==> src/rtl/core/mdws_pkg.sv <==
// ----------------------------------------------------------------------------
// mdws_pkg
// Shared types and constants for the moving-window deviation motion detector.
// ----------------------------------------------------------------------------
package mdws_pkg;

	localparam int SAMPLE_W = 16;
	localparam int LIMIT_W  = 15;
	localparam int AXES     = 3;
	localparam int ENTRY_W  = AXES * SAMPLE_W;

	// configuration register indexes (byte address = 4 * index)
	typedef enum logic [1:0] {
		REG_LIMIT_X = 2'd0,
		REG_LIMIT_Y = 2'd1,
		REG_LIMIT_Z = 2'd2
	} reg_idx_t;

	typedef logic [AXES-1:0][LIMIT_W-1:0] limits_t;
	typedef logic [AXES-1:0][SAMPLE_W-1:0] sample_t;

	// datapath step commands from the sequencer
	typedef struct packed {
		logic load;    // capture sample, read the ring entry to be replaced
		logic square;  // square new and old samples, update sums, write ring
		logic accum;   // update square sums, take sum magnitudes
		logic mul1;    // n*Q, S*S, limit*n
		logic mul2;    // n*Q - S*S, (limit*n)^2
		logic cmp;     // compare and load the result register
	} cmd_t;

endpackage

==> src/rtl/core/mdws_ctrl.sv <==
// ----------------------------------------------------------------------------
// mdws_ctrl
// Sequencer: steps one sample through the datapath and owns the output valid.
// ----------------------------------------------------------------------------
module mdws_ctrl (
	input  logic          clk,
	input  logic          arst_n,
	input  logic          in_valid,
	output logic          in_stall,
	output logic          out_valid,
	input  logic          out_stall,
	output mdws_pkg::cmd_t cmd
);

	import mdws_pkg::*;

	typedef enum logic [2:0] {
		ST_IDLE,
		ST_SQUARE,
		ST_ACCUM,
		ST_MUL1,
		ST_MUL2,
		ST_CMP
	} state_t;

	state_t state_q;
	logic   out_valid_q;
	logic   out_free;

	// result register can take a new value if empty or emptied at this edge
	assign out_free = !out_valid_q || !out_stall;

	always_comb begin
		cmd        = '0;
		cmd.load   = (state_q == ST_IDLE) && in_valid;
		cmd.square = (state_q == ST_SQUARE);
		cmd.accum  = (state_q == ST_ACCUM);
		cmd.mul1   = (state_q == ST_MUL1);
		cmd.mul2   = (state_q == ST_MUL2);
		cmd.cmp    = (state_q == ST_CMP) && out_free;
	end

	always_ff @(posedge clk or negedge arst_n) begin
		if (!arst_n) begin
			state_q     <= ST_IDLE;
			out_valid_q <= 1'b0;
		end else begin
			if (out_valid_q && !out_stall) begin
				out_valid_q <= 1'b0;
			end
			case (state_q)
				ST_IDLE: begin
					if (in_valid) begin
						state_q <= ST_SQUARE;
					end
				end
				ST_SQUARE: state_q <= ST_ACCUM;
				ST_ACCUM:  state_q <= ST_MUL1;
				ST_MUL1:   state_q <= ST_MUL2;
				ST_MUL2:   state_q <= ST_CMP;
				ST_CMP: begin
					if (out_free) begin
						out_valid_q <= 1'b1;
						state_q     <= ST_IDLE;
					end
				end
				default: state_q <= ST_IDLE;
			endcase
		end
	end

	assign in_stall  = (state_q != ST_IDLE);
	assign out_valid = out_valid_q;

endmodule

==> config.mk <==
export PLATFORM = sky130hd
export DESIGN_NAME = mdws_ctrl
export DESIGN_NICKNAME = d
export VERILOG_FILES = /design/src/rtl/core/mdws_pkg.sv /design/src/rtl/core/mdws_ctrl.sv
export SDC_FILE = /design/constraint.sdc
export NUM_CORES = 1
export LEC_CHECK = 0
export BUFFER_PORTS_ARGS = -buffer_cell sky130_fd_sc_hd__buf_2
export CORE_AREA = 2 2 39 41
export DETAILED_ROUTE_END_ITERATION = 8
export DIE_AREA = 0 0 41 43
export SLEW_MARGIN = 30
export SYNTH_ARGS = -nofsm -noshare
export SYNTH_HDL_FRONTEND = slang
export SYNTH_SLANG_ARGS = --single-unit
==> constraint.sdc <==
create_clock -name clk -period 0.8 [get_ports clk]
set_input_delay 0 -clock clk [delete_from_list [all_inputs] [get_ports clk]]
set_output_delay 0 -clock clk [all_outputs]
set_load 0.005 [all_outputs]
* Word-level counts from Yosys, hierarchy flattened *
Index checks and enable logic that the tools add are counted.

word-level totals
  register bits = 4
  bits in latches = 0
  RAM bits = 0
  ROM bits = 0
  input bits = 4
  output and inout bits = 8
  word-level logic and storage cells = 24
  memories = 0

operators by class
  add/subtract/negate cells = 0
  multipliers = 0
  divide/modulo/power cells = 0
  magnitude comparators = 0
  equality and inequality tests = 7
  shifts and indexed selects = 0
  mux-type cells = 6
  bitwise gates (word level) = 0
  reductions and logical operators = 9

operators by type and width
  cell                                           number
  case mux 3 bit (6 select lines)                1
  == test 3 x 2 -> 1 bit, second input constant  2
  == test 3 bit, second input constant           2
  two-way mux 3 bit                              2
  inequality test 2 bit, second input constant   2
  == test 3 x 1 -> 1 bit, second input constant  1
  logical AND 1 bit                              3
  zero test 3 bit                                1
  two-way mux 1 bit                              3
  nonzero test 3 bit                             1
  zero test 1 bit                                2
  AND reduction 2 bit                            1
  logical OR 1 bit                               1

* Logic depth before layout (Yosys ltp) *
  depth after elaboration = 5
  depth in mapped cells = 3
  mapped depth without buffers = 2

* Worst setup path after synthesis *
Ideal clock, no wire load.

  path kind = register to output
  from = register state_q[1]
  to = output cmd[5] (netlist bit)
  arrival time = 961 ps
  required time = 800 ps
  slack = -161 ps
  cell stages (with the launch flop) = 4
  path buffers = 1
  cell sequence = dfrtp_1 buf_6 or3_4 nor2_2

RTL lines
  element                 RTL line         text
  from (decl)             mdws_ctrl.sv:26  state_t state_q;
  from (signal assigned)  mdws_ctrl.sv:45  state_q <= ST_IDLE;
  from (signal assigned)  mdws_ctrl.sv:54  state_q <= ST_SQUARE;
  from (signal assigned)  mdws_ctrl.sv:57  ST_SQUARE: state_q <= ST_ACCUM;
  to (decl)               mdws_ctrl.sv:12  output mdws_pkg::cmd_t cmd

==> results.md <==
- Status: finished with violations
- Failing checks: negative setup slack
- Worst setup margin: -388 ps
- Via count: 280
- Max-cap viol count: 0
- Crit-path max FO: 3
- Routed Antenna Nets: 0
- Pin count of the biggest net entering global routing: 9
- Worst-margin pin slew: 168 ps
- Leakage: 0.000250 µW
- Vias per inst: 4.24
- CTS tree: done
- Sequential share of the synthesized area: 40.2%
- P&R area growth vs syn: 95.5%
- Worst Path Required: 800 ps
- Port Buffer Count: 11
- Worst IR Drop VDD: 0.00141 V
- Cell taking the most area after synthesis: dfrtp_1
- Flops & latches, synth: 4
- Main combinational cell family by area after synthesis: simple AND/OR/NAND/NOR gates
- Antenna violations before repair: 0
- GRT Total Usage: 9.67%
- Share of post-route cells with drive strength above 1: 72.0%
- Post-layout util: 35.2%
- Worst-path clk slew: 40 ps
- Unrepaired setup endpoints after global routing: true
- FP Rows: 14
- Vias in the first global route: 260
- Synth warn: 0
- Crit path kind: flop to primary output
- Ports: 12
- FILL cells: 146
- Pwr/cell area: 3820 nW/µm²
- CP max stage cell: dfrtp_1
- Hold path start: out_stall
- Pwr Total: 1860 µW
- Area contributors post-synth: dfrtp_1, nor3b_1, buf_4
- Die height: 43 µm
- Crit path largest cell delay: 400 ps
- Tmin final: 1190 ps
- Mapped Area: 249 µm²
- DR pass1 iterations: 4
- Core area: 1380 µm²
- Crit start category: flop
- Crit. End Element: primary output
- Die W: 41 µm
- Final WL: 651 µm
- Worst r2r path cells: 5
- Final Max Tran Viols: 0
- Number of buffers created by CTS: 3
- Post-Synth XOR/XNOR Area: 3.52%
- ANT cells: 0
- Synthesized net count: 31
- Initial DRC count: 7
- Die area: 1760 µm²
- Critical path cell sequence: or3_4 > nor2_2 > buf_2
- Simple-gate area share of the yosys netlist: 33.2%
- Worst r2r src: state_q[1]$_DFFE_PN0P_
- Skew-Pair Late Insertion Delay: 230 ps
- Final Hold Viols: 0
- Multiplexer share of the synthesized area: 0%
- Mapped Cells: 27
- CTS H-tree depth: 1
- Worst rel slew slack: 88.7%
- # clock sinks: 4
- Synthesized area per cell: 9.22 µm²
- Grt ovf: 0
- DR WL/cell: 9.86 µm
- Synth cell types: 18
- Placer Congestion: 0.756
- Post-route clock period utilization: 149%
- Final Setup Violations: 12
- Worst Hold Path EP: out_valid$_DFF_PN0_
- Nets@finish: 56
- Hold-critical path depth: 3
- Yosys top cell area share: 40.2%
- HP Class: input port to flop
- R2R Path End: state_q[2]$_DFFE_PN0P_
- Initial core utilization: 18.0%
- Area share of fa/ha/maj cells after synthesis: 0%
- # DRC: 0
- CTS Buffer Depth: 2
- Compound-Gate Fraction of Synth Area: 11.1%
- Layout Skew: 2.52 ps
- Arr. time, crit path: 1190 ps
- Final HPWL DP: 396 µm
- Clock root cell: clkbuf_4
- First-pass GRT wire length: 1.08 mm
- R2R setup slack: -200 ps
- Max Clk Rate: 0.842 GHz
==> layout by cell type, fill, tap and decap left out, types with 2 or more instances in the layout <==
| cell type | netlist | final |
|---|---|---|
| buf_2 | 0 | 10 |
| buf_6 | 1 | 6 |
| buf_4 | 2 | 6 |
| nor3b_2 | 0 | 3 |
| clkbuf_4 | 0 | 3 |
| dfrtp_1 | 4 | 3 |
| nor2_1 | 2 | 2 |
| nand2_1 | 3 | 2 |
==> routing by layer <==
| metal | GRT usage, % | up-vias | part of all wire [%] |
|---|---|---|---|
| met2 | 12.5 | 13 | 47 |
| met3 | 6.28 | 0 | 9.8 |
| li1 | - | 140 | - |
| met1 | 12.3 | 127 | 43 |
| met5 | 0 | - | 0 |
| met4 | 4.00 | 0 | 0 |
==> metrics by stage <==
| stage | hold WS (ps) | TNS (ps) | area [µm²] | cells | worst slack [ps] |
|---|---|---|---|---|---|
| 2_1_floorplan | -296 | -292 | 253 | 27 | -161 |
| 3_3_place_gp | -192 | -946 | 335 | 56 | -148 |
| 3_5_place_dp | -191 | -1030 | 335 | 56 | -164 |
| 4_1_cts | 21.4 | -2750 | 487 | 66 | -386 |
| 5_1_grt | 35.1 | -3620 | 487 | 66 | -460 |
| 6_report | 23.0 | -2830 | 487 | 66 | -388 |
==> power breakdown <==
part           switching [µW]  internal (µW)
clock network            75.5            167
logic                     501            742
registers                76.8            294
==> repair_timing <==
| item | in CTS | in global routing |
|---|---|---|
| setup buffers | 6 | 0 |
| pin swaps | 3 | 3 |
| resized for setup | 16 | 0 |
| hold buffers | 1 | 0 |
| endpoints found under the hold margin | 4 | 0 |
| endpoints found under the setup margin | 12 | 12 |
==> Yosys cell counts (all sizes together) <==
| master | count |
|---|---|
| a21oi | 1 |
| nand2 | 3 |
| buf | 3 |
| nand3b | 1 |
| nand3 | 1 |
| nor3 | 1 |
| inv | 1 |
| or3 | 1 |
| nor3b | 3 |
| a21boi | 1 |
| a221oi | 1 |
| o22ai | 1 |
| nor2 | 3 |
| dfrtp | 4 |
| xnor2 | 1 |
| nand2b | 1 |
==> registers in the layout, summed over array words and instances, names as in the netlist <==
name,flops
state_q,3
out_valid,1
==> worst max-delay path: cells and delay by family (launching register included) <==
kind	cells	cell delay [ps]
DFF	1	400
and+or+nand+nor	2	450
buffers and inverters	1	100
==> logic make-up (layout without fill, tap and decap cells) <==
kind of cell | Yosys count | count (layout)
XOR/XNOR | 1 | 1
AND/OR/NAND/NOR | 14 | 14
flip-flops | 4 | 4
buffers and inverters | 4 | 27
AO/OA/AOI/OAI | 4 | 4
==> how the worst max path moves through the flow <==
stage | to | from | cells after the start | slack (ps)
2_1_floorplan | cmd[5] | state_q[1]$_DFFE_PN0P_ | 3 | -160
3_5_place_dp | cmd[5] | state_q[2]$_DFFE_PN0P_ | 3 | -160
3_3_place_gp | cmd[5] | state_q[2]$_DFFE_PN0P_ | 3 | -150
6_report | cmd[5] | state_q[1]$_DFFE_PN0P_ | 3 | -390
4_1_cts | cmd[5] | state_q[1]$_DFFE_PN0P_ | 3 | -390
5_1_grt | cmd[0] | state_q[1]$_DFFE_PN0P_ | 4 | -460
==> layout make-up <==
cell class	count	area, µm²	share of cell area [%]
Inverter	1	3.75	0.771
Timing Repair Buffer	23	173	35.5
Sequential cell	4	101	20.8
Clock buffer	3	22.5	4.63
Tap cell	16	20.0	4.11
Multi-Input combinational cell	19	166	34.2
Note: power is estimated with default switching activity, not from simulation.
